**src/imf_pkg.sv**
```systemverilog
package imf_pkg;

	localparam int CHANNELS   = 6;
	localparam int MAX_WINDOW = 8;
	localparam int SMP_W      = 16;
	localparam int OUT_W      = 24;
	localparam int CH_W       = 3;
	localparam int IDX_W      = 3;
	localparam int CNT_W      = 4;
	localparam int MEM_DEPTH  = CHANNELS * MAX_WINDOW;
	localparam int SUM_W      = 20;
	localparam int DIV_STEPS  = 20;
	localparam int DIV_CW     = 5;
	localparam int REM_W      = 4;
	localparam int GAIN_W     = 17;
	localparam int PROD_W     = 42;
	localparam int IN_W       = CHANNELS * SMP_W;
	localparam int OUTD_W     = CHANNELS * OUT_W;

	localparam logic [1:0] REG_TRIM = 2'd0;
	localparam logic [1:0] REG_WIN  = 2'd1;
	localparam logic [1:0] REG_LAG  = 2'd2;
	localparam logic [1:0] REG_GAIN = 2'd3;

	localparam logic [CNT_W-1:0]  WIN_MIN   = 4'd3;
	localparam logic [CNT_W-1:0]  WIN_MAX   = 4'd8;
	localparam logic [GAIN_W-1:0] GAIN_ONE  = 17'd65536;

	typedef struct packed {
		logic              trim;
		logic [CNT_W-1:0]  win;
		logic              lag;
		logic [GAIN_W-1:0] gain;
	} cfg_t;

	typedef struct packed {
		logic             load;
		logic             win_wr;
		logic             raw;
		logic             rd;
		logic             rd_first;
		logic             div_start;
		logic             div_fin;
		logic             mul;
		logic             lag;
		logic             publish;
		logic [CH_W-1:0]  ch;
		logic [IDX_W-1:0] idx;
	} cmd_t;

	typedef struct packed {
		logic             trim;
		logic [CNT_W-1:0] fill;
		logic             div_done;
		logic             out_free;
	} sts_t;

endpackage

```
**src/imu_trimmed_mean_lag_filter.sv**
```systemverilog
// Per channel, with trimming on: write the sample into the window, scan the n filled entries
// (up to 8), divide in the 20-step divider, then multiply and lag; with trimming off the raw
// sample goes straight to the multiply and lag. All six channels run in turn before publish.
// A new input beat is taken once the previous one has been processed, even while its
// result still waits on the master side. Reset (arst_n low, asynchronous): registers
// return to their defaults, windows empty, lag history zero, no result pending.
module imu_trimmed_mean_lag_filter (
	input  logic          clk,
	input  logic          arst_n,
	// fields from bit 0: accel_x, accel_y, accel_z, gyro_x, gyro_y, gyro_z
	input  logic          s_tvalid,
	output logic          s_tready,
	input  logic [95:0]   s_tdata,
	// fields from bit 0: filtered_accel_x, _y, _z, filtered_gyro_x, _y, _z
	output logic          m_tvalid,
	input  logic          m_tready,
	output logic [143:0]  m_tdata,
	input  logic          psel,
	input  logic          penable,
	input  logic          pwrite,
	input  logic [3:0]    paddr,
	input  logic [31:0]   pwdata,
	output logic [31:0]   prdata,
	output logic          pready
);

	imf_pkg::cfg_t cfg;
	imf_pkg::cmd_t cmd;
	imf_pkg::sts_t sts;
	logic          win_clr;

	// Register file; a valid window-size write empties every window.
	imf_cfg u_cfg (
		.clk     (clk),
		.arst_n  (arst_n),
		.psel    (psel),
		.penable (penable),
		.pwrite  (pwrite),
		.paddr   (paddr),
		.pwdata  (pwdata),
		.prdata  (prdata),
		.pready  (pready),
		.cfg     (cfg),
		.win_clr (win_clr)
	);

	// Sequencer: walk the channels, scan each window and divide when trimming is on, then smooth.
	imf_ctrl u_ctrl (
		.clk      (clk),
		.arst_n   (arst_n),
		.in_valid (s_tvalid),
		.in_ready (s_tready),
		.sts      (sts),
		.cmd      (cmd)
	);

	// Window memory, accumulator, divider, lag multiplier and output register.
	imf_dp u_dp (
		.clk       (clk),
		.arst_n    (arst_n),
		.cfg       (cfg),
		.win_clr   (win_clr),
		.cmd       (cmd),
		.sts       (sts),
		.in_data   (s_tdata),
		.out_valid (m_tvalid),
		.out_ready (m_tready),
		.out_data  (m_tdata)
	);

endmodule

```
**src/imf_cfg.sv**
```systemverilog
module imf_cfg (
	input  logic                clk,
	input  logic                arst_n,
	input  logic                psel,
	input  logic                penable,
	input  logic                pwrite,
	input  logic [3:0]          paddr,
	input  logic [31:0]         pwdata,
	output logic [31:0]         prdata,
	output logic                pready,
	output imf_pkg::cfg_t       cfg,
	output logic                win_clr
);

	logic                          wr_en;
	logic [imf_pkg::CNT_W-1:0]     win_wd;
	logic [imf_pkg::GAIN_W-1:0]    gain_wd;
	logic                          win_ok;
	logic                          gain_ok;
	imf_pkg::cfg_t                 cfg_q;

	assign pready  = 1'b1;
	assign wr_en   = psel & penable & pwrite;
	assign win_wd  = pwdata[imf_pkg::CNT_W-1:0];
	assign gain_wd = pwdata[imf_pkg::GAIN_W-1:0];
	assign win_ok  = (win_wd >= imf_pkg::WIN_MIN) && (win_wd <= imf_pkg::WIN_MAX);
	assign gain_ok = gain_wd <= imf_pkg::GAIN_ONE;
	assign win_clr = wr_en && (paddr[3:2] == imf_pkg::REG_WIN) && win_ok;
	assign cfg     = cfg_q;

	always_ff @(posedge clk or negedge arst_n) begin
		if (!arst_n) begin
			cfg_q.trim <= 1'b1;
			cfg_q.win  <= 4'd5;
			cfg_q.lag  <= 1'b1;
			cfg_q.gain <= 17'd13107;
		end else if (wr_en) begin
			unique case (paddr[3:2])
				imf_pkg::REG_TRIM: cfg_q.trim <= pwdata[0];
				imf_pkg::REG_WIN: begin
					if (win_ok) cfg_q.win <= win_wd;
				end
				imf_pkg::REG_LAG:  cfg_q.lag <= pwdata[0];
				imf_pkg::REG_GAIN: begin
					if (gain_ok) cfg_q.gain <= gain_wd;
				end
				default: ;
			endcase
		end
	end

	always_comb begin
		prdata = '0;
		unique case (paddr[3:2])
			imf_pkg::REG_TRIM: prdata[0] = cfg_q.trim;
			imf_pkg::REG_WIN:  prdata[imf_pkg::CNT_W-1:0] = cfg_q.win;
			imf_pkg::REG_LAG:  prdata[0] = cfg_q.lag;
			imf_pkg::REG_GAIN: prdata[imf_pkg::GAIN_W-1:0] = cfg_q.gain;
			default: prdata = '0;
		endcase
	end

endmodule

```
**src/imf_dp.sv**
```systemverilog
module imf_dp (
	input  logic                          clk,
	input  logic                          arst_n,
	input  imf_pkg::cfg_t                 cfg,
	input  logic                          win_clr,
	input  imf_pkg::cmd_t                 cmd,
	output imf_pkg::sts_t                 sts,
	input  logic [imf_pkg::IN_W-1:0]      in_data,
	output logic                          out_valid,
	input  logic                          out_ready,
	output logic [imf_pkg::OUTD_W-1:0]    out_data
);

	localparam int CH = imf_pkg::CHANNELS;

	logic signed [imf_pkg::SMP_W-1:0]  smp_q [CH];
	logic [imf_pkg::IDX_W-1:0]         pos_q [CH];
	logic [imf_pkg::CNT_W-1:0]         fill_q [CH];
	logic signed [imf_pkg::OUT_W-1:0]  prev_q [CH];
	logic signed [imf_pkg::OUT_W-1:0]  res_q [CH];
	logic signed [imf_pkg::SMP_W-1:0]  mem [imf_pkg::MEM_DEPTH];

	logic signed [imf_pkg::SMP_W-1:0]  rd_s1;
	logic                              rdv_s1;
	logic                              first_s1;
	logic signed [imf_pkg::SUM_W-1:0]  sum_q;
	logic signed [imf_pkg::SMP_W-1:0]  lo_q;
	logic signed [imf_pkg::SMP_W-1:0]  hi_q;

	logic [imf_pkg::DIV_CW-1:0]        div_cnt_q;
	logic [imf_pkg::SUM_W-1:0]         quo_q;
	logic [imf_pkg::REM_W-1:0]         rem_q;
	logic [imf_pkg::REM_W-1:0]         den_q;
	logic                              neg_q;
	logic signed [imf_pkg::SMP_W-1:0]  mean_q;
	logic signed [imf_pkg::PROD_W-1:0] prod_q;
	logic                              out_valid_q;
	logic [imf_pkg::OUTD_W-1:0]        out_data_q;

	logic [imf_pkg::IDX_W-1:0]         wpos;
	logic [imf_pkg::IDX_W-1:0]         npos;
	logic [imf_pkg::CNT_W-1:0]         nfill;
	logic signed [imf_pkg::SUM_W-1:0]  num;
	logic [imf_pkg::SUM_W-1:0]         mag;
	logic [imf_pkg::REM_W-1:0]         den;
	logic [imf_pkg::REM_W-1:0]         rem_sh;
	logic signed [imf_pkg::OUT_W-1:0]  xval;
	logic signed [imf_pkg::OUT_W:0]    dval;
	logic signed [imf_pkg::OUT_W-1:0]  yval;
	logic [imf_pkg::SMP_W-1:0]         quo_lo;

	always_comb begin
		wpos  = ({1'b0, pos_q[cmd.ch]} >= cfg.win) ? '0 : pos_q[cmd.ch];
		npos  = (({1'b0, wpos} + 4'd1) == cfg.win) ? '0 : wpos + 3'd1;
		nfill = (fill_q[cmd.ch] < cfg.win) ? fill_q[cmd.ch] + 4'd1 : fill_q[cmd.ch];
		if (fill_q[cmd.ch] <= 4'd2) begin
			num = sum_q;
			den = fill_q[cmd.ch];
		end else begin
			num = sum_q - imf_pkg::SUM_W'(lo_q) - imf_pkg::SUM_W'(hi_q);
			den = fill_q[cmd.ch] - 4'd2;
		end
		mag    = num[imf_pkg::SUM_W-1] ? imf_pkg::SUM_W'(-num) : imf_pkg::SUM_W'(num);
		rem_sh = {rem_q[imf_pkg::REM_W-2:0], quo_q[imf_pkg::SUM_W-1]};
		quo_lo = quo_q[imf_pkg::SMP_W-1:0];
		xval   = {mean_q, 8'h00};
		dval   = {xval[imf_pkg::OUT_W-1], xval}
			- {prev_q[cmd.ch][imf_pkg::OUT_W-1], prev_q[cmd.ch]};
		yval   = cfg.lag
			? prev_q[cmd.ch] + imf_pkg::OUT_W'(prod_q >>> 16)
			: xval;
	end

	// Window memory: one write port, one registered read port.
	always_ff @(posedge clk) begin
		if (cmd.win_wr) mem[{cmd.ch, wpos}] <= smp_q[cmd.ch];
		if (cmd.rd) rd_s1 <= mem[{cmd.ch, cmd.idx}];
	end

	always_ff @(posedge clk or negedge arst_n) begin
		if (!arst_n) begin
			for (int i = 0; i < CH; i++) begin
				pos_q[i]  <= '0;
				fill_q[i] <= '0;
				prev_q[i] <= '0;
			end
			rdv_s1      <= 1'b0;
			first_s1    <= 1'b0;
			div_cnt_q   <= '0;
			out_valid_q <= 1'b0;
		end else begin
			rdv_s1   <= cmd.rd;
			first_s1 <= cmd.rd_first;
			if (win_clr) begin
				for (int i = 0; i < CH; i++) begin
					pos_q[i]  <= '0;
					fill_q[i] <= '0;
				end
			end else if (cmd.win_wr) begin
				pos_q[cmd.ch]  <= npos;
				fill_q[cmd.ch] <= nfill;
			end
			if (cmd.div_start) div_cnt_q <= imf_pkg::DIV_CW'(imf_pkg::DIV_STEPS);
			else if (div_cnt_q != '0) div_cnt_q <= div_cnt_q - 5'd1;
			if (cmd.lag) prev_q[cmd.ch] <= yval;
			if (cmd.publish) out_valid_q <= 1'b1;
			else if (out_ready) out_valid_q <= 1'b0;
		end
	end

	always_ff @(posedge clk) begin
		if (cmd.load) begin
			for (int i = 0; i < CH; i++) smp_q[i] <= in_data[i*imf_pkg::SMP_W +: imf_pkg::SMP_W];
		end
		if (rdv_s1) begin
			if (first_s1) begin
				sum_q <= imf_pkg::SUM_W'(rd_s1);
				lo_q  <= rd_s1;
				hi_q  <= rd_s1;
			end else begin
				sum_q <= sum_q + imf_pkg::SUM_W'(rd_s1);
				if (rd_s1 < lo_q) lo_q <= rd_s1;
				if (rd_s1 > hi_q) hi_q <= rd_s1;
			end
		end
		if (cmd.div_start) begin
			quo_q <= mag;
			rem_q <= '0;
			den_q <= den;
			neg_q <= num[imf_pkg::SUM_W-1];
		end else if (div_cnt_q != '0) begin
			if (rem_sh >= den_q) begin
				rem_q <= rem_sh - den_q;
				quo_q <= {quo_q[imf_pkg::SUM_W-2:0], 1'b1};
			end else begin
				rem_q <= rem_sh;
				quo_q <= {quo_q[imf_pkg::SUM_W-2:0], 1'b0};
			end
		end
		if (cmd.div_fin) mean_q <= neg_q ? -quo_lo : quo_lo;
		else if (cmd.raw) mean_q <= smp_q[cmd.ch];
		if (cmd.mul) prod_q <= dval * $signed({1'b0, cfg.gain});
		if (cmd.lag) res_q[cmd.ch] <= yval;
		if (cmd.publish) begin
			for (int i = 0; i < CH; i++) out_data_q[i*imf_pkg::OUT_W +: imf_pkg::OUT_W] <= res_q[i];
		end
	end

	assign sts.trim     = cfg.trim;
	assign sts.fill     = fill_q[cmd.ch];
	assign sts.div_done = div_cnt_q == '0;
	assign sts.out_free = !out_valid_q || out_ready;
	assign out_valid    = out_valid_q;
	assign out_data     = out_data_q;

endmodule

```
**src/imf_ctrl.sv**
```systemverilog
module imf_ctrl (
	input  logic           clk,
	input  logic           arst_n,
	input  logic           in_valid,
	output logic           in_ready,
	input  imf_pkg::sts_t  sts,
	output imf_pkg::cmd_t  cmd
);

	typedef enum logic [3:0] {
		S_IDLE, S_CH, S_SCAN, S_SCAN_END, S_DIV_ST, S_DIV, S_DIV_FIN, S_MUL, S_LAG, S_OUT
	} state_t;

	state_t                    state_q;
	logic [imf_pkg::CH_W-1:0]  ch_q;
	logic [imf_pkg::IDX_W-1:0] idx_q;
	logic                      scan_last;

	assign in_ready  = state_q == S_IDLE;
	assign scan_last = ({1'b0, idx_q} + 4'd1) >= sts.fill;

	always_comb begin
		cmd          = '0;
		cmd.ch       = ch_q;
		cmd.idx      = idx_q;
		cmd.load     = (state_q == S_IDLE) && in_valid;
		cmd.win_wr   = (state_q == S_CH) && sts.trim;
		cmd.raw      = (state_q == S_CH) && !sts.trim;
		cmd.rd       = state_q == S_SCAN;
		cmd.rd_first = (state_q == S_SCAN) && (idx_q == '0);
		cmd.div_start = state_q == S_DIV_ST;
		cmd.div_fin  = state_q == S_DIV_FIN;
		cmd.mul      = state_q == S_MUL;
		cmd.lag      = state_q == S_LAG;
		cmd.publish  = (state_q == S_OUT) && sts.out_free;
	end

	always_ff @(posedge clk or negedge arst_n) begin
		if (!arst_n) begin
			state_q <= S_IDLE;
			ch_q    <= '0;
			idx_q   <= '0;
		end else begin
			unique case (state_q)
				S_IDLE: begin
					ch_q <= '0;
					if (in_valid) state_q <= S_CH;
				end
				S_CH: begin
					idx_q   <= '0;
					state_q <= sts.trim ? S_SCAN : S_MUL;
				end
				S_SCAN: begin
					idx_q <= idx_q + 3'd1;
					if (scan_last) state_q <= S_SCAN_END;
				end
				S_SCAN_END: state_q <= S_DIV_ST;
				S_DIV_ST:   state_q <= S_DIV;
				S_DIV: begin
					if (sts.div_done) state_q <= S_DIV_FIN;
				end
				S_DIV_FIN:  state_q <= S_MUL;
				S_MUL:      state_q <= S_LAG;
				S_LAG: begin
					if (ch_q == imf_pkg::CH_W'(imf_pkg::CHANNELS - 1)) begin
						state_q <= S_OUT;
					end else begin
						ch_q    <= ch_q + 3'd1;
						state_q <= S_CH;
					end
				end
				S_OUT: begin
					if (sts.out_free) state_q <= S_IDLE;
				end
				default: state_q <= S_IDLE;
			endcase
		end
	end

	a_ch_range: assert property (@(posedge clk) disable iff (!arst_n)
		ch_q <= imf_pkg::CH_W'(imf_pkg::CHANNELS - 1))
		else $error("channel index out of range");
	a_pub_free: assert property (@(posedge clk) disable iff (!arst_n)
		cmd.publish |-> sts.out_free)
		else $error("publish over an untaken result");
	a_div_wait: assert property (@(posedge clk) disable iff (!arst_n)
		(state_q == S_DIV_FIN) |-> $past(sts.div_done))
		else $error("divider left before done");
	a_scan_idx: assert property (@(posedge clk) disable iff (!arst_n)
		(state_q == S_SCAN) |-> ({1'b0, idx_q} < sts.fill))
		else $error("scan beyond filled entries");

endmodule

```
**config.mk**
```make
export PLATFORM = sky130hd
export DESIGN_NAME = imu_trimmed_mean_lag_filter
export DESIGN_NICKNAME = d
export VERILOG_FILES = /design/src/imf_pkg.sv /design/src/imu_trimmed_mean_lag_filter.sv /design/src/imf_cfg.sv /design/src/imf_dp.sv /design/src/imf_ctrl.sv
export SDC_FILE = /design/constraint.sdc
export NUM_CORES = 2
export LEC_CHECK = 0
export BUFFER_PORTS_ARGS = -buffer_cell sky130_fd_sc_hd__buf_2
export CAP_MARGIN = 30
export CELL_PAD_IN_SITES_DETAIL_PLACEMENT = 1
export CELL_PAD_IN_SITES_GLOBAL_PLACEMENT = 2
export CORE_MARGIN = 2
export CORE_UTILIZATION = 45
export DETAILED_ROUTE_END_ITERATION = 8
export MAX_ROUTING_LAYER = met4
export PLACE_DENSITY = 0.77
export SYNTH_ARGS = -nofsm -noshare
export SYNTH_HDL_FRONTEND = slang
export SYNTH_HIERARCHICAL = 1
export SYNTH_SLANG_ARGS = --single-unit
```
**constraint.sdc**
```tcl
create_clock -name clk -period 15.34 [get_ports clk]
set_clock_uncertainty 0.1 [all_clocks]
set_input_delay 2.301 -clock clk [delete_from_list [all_inputs] [get_ports clk]]
set_output_delay 2.301 -clock clk [all_outputs]
set_load 0.01 [all_outputs]
```
# Word level (Yosys, flattened, before mapping)
# Memories as Yosys holds them, arrays and structs flattened. A register that Yosys moved wholly into a read port is not among the register bits.
# Cells that the tools add are included.
[classes]
n_addsub = 16
order_cmp = 12
muxes = 64
n_bitwise = 3
n_reduce_logical = 33
mul = 1
eq_ne = 19
[ops]
columns = ["op", "n"]
rows = [
  ["$bwmux W144", 1],
  ["$mux W24", 6],
  ["$mux W16", 7],
  ["$mux W20", 5],
  ["$bmux W24 S3", 1],
  ["$demux W24 S3", 1],
  ["$mul A25 B18 Y40", 1],
  ["$mux W4", 10],
  ["$pmux W4 S10", 1],
  ["$sub A20 B16 Y20", 2],
  ["$mux W18", 2],
  ["$sub A24 B24 Y25", 1],
  ["$add A24 B24 Y24", 1],
  ["$bwmux W24", 1],
  ["$mux W3", 8],
  ["$add A20 B16 Y20", 1],
  ["$neg A20 Y20", 1],
  ["$bwmux W18", 1],
  ["$pmux W3 S2", 3],
  ["$le A17 B17 Y1 const B", 1],
  ["$eq A4 B3 Y1 const B", 4],
  ["$gt A16 B16 Y1", 1],
  ["$lt A16 B16 Y1", 1],
  ["$neg A16 Y16", 1],
  ["other kinds (45)", 86],
]
[word_totals]
ff_bits = 363
output_inout_bits = 179
mem_bits_rw = 1008
mem_count = 3
input_bits = 139
[memory_table]
columns = ["name", "depth", "width", "rd", "rd_clocked_by_memory_dff", "write_ports", "line", "text"]
rows = [
  ["u_dp.mem", 48, 16, 1, 1, 1, "imf_dp.sv:21", "logic signed [imf_pkg::SMP_W-1:0] mem [imf_pkg::MEM_DEPTH];"],
  ["u_dp.res_q", 6, 24, 6, 6, 1, "imf_dp.sv:20", "logic signed [imf_pkg::OUT_W-1:0] res_q [CH];"],
  ["u_dp.smp_q", 6, 16, 1, 0, 6, "imf_dp.sv:16", "logic signed [imf_pkg::SMP_W-1:0] smp_q [CH];"],
]

# Logic depth before layout (Yosys ltp)
[depth]
depth_word = 12
mapped_depth = 43
mapped_depth_nobuf = 37

# Modules after synthesis
# The synthesis kept the hierarchy.
[modules_own_cells]
columns = ["module", "seq_area_each_um2", "area_each_um2", "cells_each", "n_inst"]
rows = [
  ["imf_dp", 43501.7, 76419.5, 5429, 1],
  ["imf_cfg", 590.6, 1293.7, 120, 1],
  ["imf_ctrl", 250.2, 825.8, 97, 1],
]

# Worst setup path after synthesis
# Ideal clock, no wire load.
[synth_timing]
path_kind = "register to register"
start = "register u_ctrl/ch_q[0] (netlist bit)"
end = "register u_dp/prod_q[33] (netlist bit) (data pin)"
stages_incl_launch_ff = 40
n_path_buf = 8
required_ns = 15.082
arrival_time_ns = 10.418
slack_ns = 4.664
period_less_slack_ns = 10.676
cell_sequence = "dfrtp_1 buf_4 buf_6 buf_4 buf_1 buf_2 clkbuf_1 mux2_2 a221oi_1 ha_1 a21o_1 a21o_1 a21o_1 a41oi_1 nor3_1 a22oi_2 nor2b_1 xnor2_1 [... 4 more ...] fa_1 fa_1 inv_1 fa_1 fa_1 fa_1 ha_1 clkbuf_1 a211oi_1 o221ai_1 a311oi_1 o211ai_1 a31oi_1 nand2b_1 a21oi_1 o41ai_2 or4b_2 o211ai_1"
[synth_via]
elab_chain_cells = 6
[synth_lines]
columns = ["item", "line", "text"]
rows = [
  ["start: declaration", "imf_ctrl.sv:15", "logic [imf_pkg::CH_W-1:0] ch_q;"],
  ["start signal: assignment", "imf_ctrl.sv:68", "ch_q <= ch_q + 3'd1;"],
  ["$not A3 Y4 (not written as such)", "imf_dp.sv:68", "- {prev_q[cmd.ch][imf_pkg::OUT_W-1], prev_q[cmd.ch]};"],
  ["$bmux W24 S3", "imf_dp.sv:68", ""],
  ["$mux W24 (not written as such) (2 in series)", "imf_dp.sv:68", ""],
  ["$sub A24 B24 Y25", "imf_dp.sv:68", ""],
  ["$mul A25 B18 Y40", "imf_dp.sv:142", "if (cmd.mul) prod_q <= dval * $signed({1'b0, cfg.gain});"],
  ["end signal: assignment", "imf_dp.sv:142", ""],
  ["end: declaration", "imf_dp.sv:36", "logic signed [imf_pkg::PROD_W-1:0] prod_q;"],
]
# No other way between the ends. The select of a mux whose other input is x is not followed.
# A chain may end at the register's enable or synchronous reset.

# Worst setup path in the final report
[layout_timing]
start = "register u_ctrl/ch_q[0] (netlist bit)"
end = "register u_dp/prod_q[39] (netlist bit) (data pin)"
# The elaborated chain is that of the path after synthesis.

==> flow_summary_export.csv <==
group,metric,value,unit
outcome,status,"finished, final reports clean",
detailed_routing,first_iter_violations,3688,
sta,rsz0062_at_grt,"no",
die,die_area,177900,sq um
sta,maxSlewHeadroom,20.96,%
clock_network,cts_setup_buffers,0,
setup_path,critPathLaunchType,"flop",
min_path,holdCritPathClass,"flop to flop",
grt,grt_first_pass_wirelength,327000,um
setup_path,critPathMaxFanout,31,
logic_synthesis,ys_async_sr_fraction,14.98,%
clock_network,clock-sinks,1515,
sta,tightest_slew,1.186,ns
clock_network,cts-htree-levels,4,
grt,antenna_found_initial,11,
grt,grt_pass1_vias,50430,
clock_network,ctsResizeCount,0,
setup_path,crit_slowest_cell,"nor2_1",
logic_synthesis,ys_warn_count,6,
die,core_region_area,173600,sq um
layout,drive_gt1_share,17.71,%
placement,dp_hpwl,148500,um
sta,fmaxAchievable,82.16,MHz
clock_network,cts_tree,"done",
die,fp.dieH,421.8,um
setup_path,cp.arrival,12.59,ns
placement,portBuffers,284,
logic_synthesis,synth_area,78540,sq um
sta,fin_setup_tns,0,ns
clock_network,cts_buffers,158,
layout,areaGrowthSynthToFinish,12.94,%
layout,nets,6786,
grt,gr-total-overflow,0,
logic_synthesis,yosys_most_used_dff,"edfxtp_1",
placement,pre_cts_slack,3.126,ns
logic_synthesis,synth_edf_count,1285,
setup_path,critical_path.max_stage_delay,0.76,ns
layout,n_fill_cell,17190,
sta,fin_ws,3.168,ns
detailed_routing,drt-pass1-iter-count,5,
clock_network,ctsHoldBuffers,0,
detailed_routing,drtAntennaViolNets,0,
clock_network,clk_latency,0.81,ns
logic_synthesis,syn-instance-count,5646,
clock_network,clk_pin_slew,0.06,ns
logic_synthesis,synth.distinct_cells,106,
setup_path,path_class,"flop to flop",
detailed_routing,drc,0,
clock_network,root_buffer,"clkbuf_16",
logic_synthesis,yosysSeqAreaShare,56.46,%
placement,gp_congestion,0.8322,
grt,grt_use_total,25.31,%
die,die_w,421.8,um
clock_network,cts_buffer_depth,3,
die,io_pins,318,
placement,dp.cells,8161,
detailed_routing,post_drt_via_cell_ratio,5.589,
logic_synthesis,syn_avg_cell_area,13.91,sq um
setup_path,path_common_cell,"fa_1",
die,num_rows,153,
setup_path,critPathRequiredTime,15.75,ns
sta,finalSetupViolCount,0,
layout,fin_util,51.09,%
setup_path,critPathCaptureType,"flop",
logic_synthesis,synth_seq_cells,1515,
sta,hold_violations,0,
grt,grt_max_degree,120,
layout,fin_cells,8460,
flow_run,cap_viol_max_count,0,
die,initial_core_util,45.23,%
detailed_routing,wirelength,217200,um
sta,finalCritPeriodShare,79.35,%
sta,fin_crit,12.17,ns
detailed_routing,num_vias,47280,
detailed_routing,wire_per_inst,25.67,um
sta,slew_viol_final,0,
## registers in the layout, indices dropped and copies added (netlist names), 3 cells and up
register,cells
u_dp/fill_q,24
u_ctrl/state_q,4
u_dp/den_q,4
u_dp/prev_q,144
u_dp/hi_q,16
u_dp/out_data,144
u_dp/lo_q,16
u_dp/quo_q,20
u_dp/rem_q,3
u_dp/smp_q,96
u_dp/pos_q,18
u_dp/sum_q,20
u_dp/res_q,144
u_cfg/cfg,23
u_dp/mem,768
u_dp/prod_q,24
u_ctrl/ch_q,3
u_dp/div_cnt_q,5
u_dp/rd_s1,16
u_dp/mean_q,16
u_ctrl/idx_q,3
## cell type report
| class | count | area (sq um) | share of cell area (%) |
|---|---|---|---|
| Antenna cell | 7 | 17.52 | 0.01975 |
| Multi-Input combinational cell | 3259 | 31090 | 35.05 |
| Tap cell | 2325 | 2909 | 3.279 |
| Inverter | 629 | 2362 | 2.663 |
| Clock inverter | 92 | 1086 | 1.224 |
| Timing Repair Buffer | 436 | 2655 | 2.993 |
| Clock buffer | 197 | 4224 | 4.762 |
| Sequential cell | 1515 | 44360 | 50.01 |
## critical path: cells and delay by family (launching register included)
family / cells / cell delay [ns]
AO/OA/AOI/OAI: 14 / 3.84
XOR/XNOR: 1 / 0.45
AND/OR/NAND/NOR: 8 / 2.05
flip-flops: 1 / 0.75
buffers and inverters: 6 / 1.09
adder cells (fa/ha/maj): 8 / 3.55
## routing by layer
layer,track usage (%),up-vias,share of wire (%)
li1,-,20700,-
met3,3.272,255,5.1
met1,34.90,25060,45
met5,-,-,0
met2,40.13,1262,48
met4,6.243,0,2.2
## cells in the final DEF, fill, tap and decap left out, types with 201 or more instances in the layout
cell,n
dfrtp_1,209
fa_1,413
buf_2,284
edfxtp_1,1285
nor2_1,214
ha_1,235
mux4_2,252
and2_1,201
nand2_1,596
o21ai_0,237
inv_1,625
## cell usage after synthesis, types with 12 or more instances
| cell | n | area, sq um |
|---|---|---|
| nor2_1 | 221 | 829.6 |
| a21oi_1 | 189 | 945.9 |
| o31ai_1 | 17 | 127.6 |
| inv_1 | 626 | 2350 |
| dfrtp_1 | 215 | 5380 |
| a211oi_1 | 14 | 105.1 |
| o211ai_1 | 17 | 127.6 |
| nand4_1 | 12 | 75.07 |
| buf_1 | 29 | 108.9 |
| nor2b_1 | 31 | 193.9 |
| o2bb2ai_1 | 12 | 105.1 |
| and3_1 | 35 | 219.0 |
| a21o_1 | 37 | 277.8 |
| nand3_1 | 34 | 170.2 |
| ha_1 | 235 | 2940 |
| xor2_1 | 53 | 464.2 |
| o21a_1 | 26 | 195.2 |
| mux4_2 | 252 | 5675 |
| mux2_2 | 48 | 540.5 |
| mux2i_1 | 118 | 1181 |
| o21ai_0 | 254 | 1271 |
| dfstp_2 | 12 | 315.3 |
| clkbuf_1 | 180 | 675.7 |
| fa_1 | 413 | 8268 |
| xnor2_1 | 93 | 814.5 |
| nand2b_1 | 25 | 156.4 |
| or3_1 | 15 | 93.84 |
| o22ai_1 | 17 | 106.4 |
| edfxtp_1 | 1285 | 38590 |
| and2_1 | 202 | 1264 |
| nor3_1 | 52 | 260.3 |
| a31oi_1 | 18 | 112.6 |
| buf_4 | 28 | 210.2 |
| nand2_1 | 596 | 2237 |
## worst paths after layout
path,start,end,slack (ns),cells after the start
worst max-delay path,u_ctrl/ch_q[0]$_DFFE_PN0P_,u_dp/prod_q[39]$_DFFE_PP_,3.17,37
max in group asynchronous,arst_n,u_cfg/cfg[11]$_DFFE_PN0P_,12.12,2
worst max register to register,u_ctrl/ch_q[0]$_DFFE_PN0P_,u_dp/prod_q[39]$_DFFE_PP_,3.17,37
min in group asynchronous,arst_n,u_dp/out_valid$_DFFE_PN0P_,1.43,1
worst min register to register,u_dp/res_q[2][23]$_DFFE_PP_,u_dp/out_data[71]$_DFFE_PP_,0.31,0
worst min-delay path,u_dp/res_q[2][23]$_DFFE_PP_,u_dp/out_data[71]$_DFFE_PP_,0.31,0
## kinds of logic (layout without fill, tap and decap cells)
kind of cell | count (synthesis) | in the layout | share of synthesized area (%)
simple gates | 1297 | 1297 | 7.821
other cells | 2 | 23 | 0.009562
xor+xnor | 149 | 149 | 1.698
buf+inv | 886 | 1354 | 4.472
mux | 419 | 419 | 9.433
compound gates | 730 | 730 | 5.837
fa+ha+maj | 648 | 648 | 14.27
flops | 1515 | 1515 | 56.46
## stage by stage
step	hold slack (ns)	area, sq um
5_1_grt	0.3209	88700
3_5_place_dp	0.3052	83310
2_1_floorplan	0.3003	78590
6_report	0.3117	88710
4_1_cts	0.3157	88630
3_3_place_gp	0.3007	83240
Power is not shown: default switching activity piles up to over one toggle a cycle in this logic, so the estimate is an artifact.
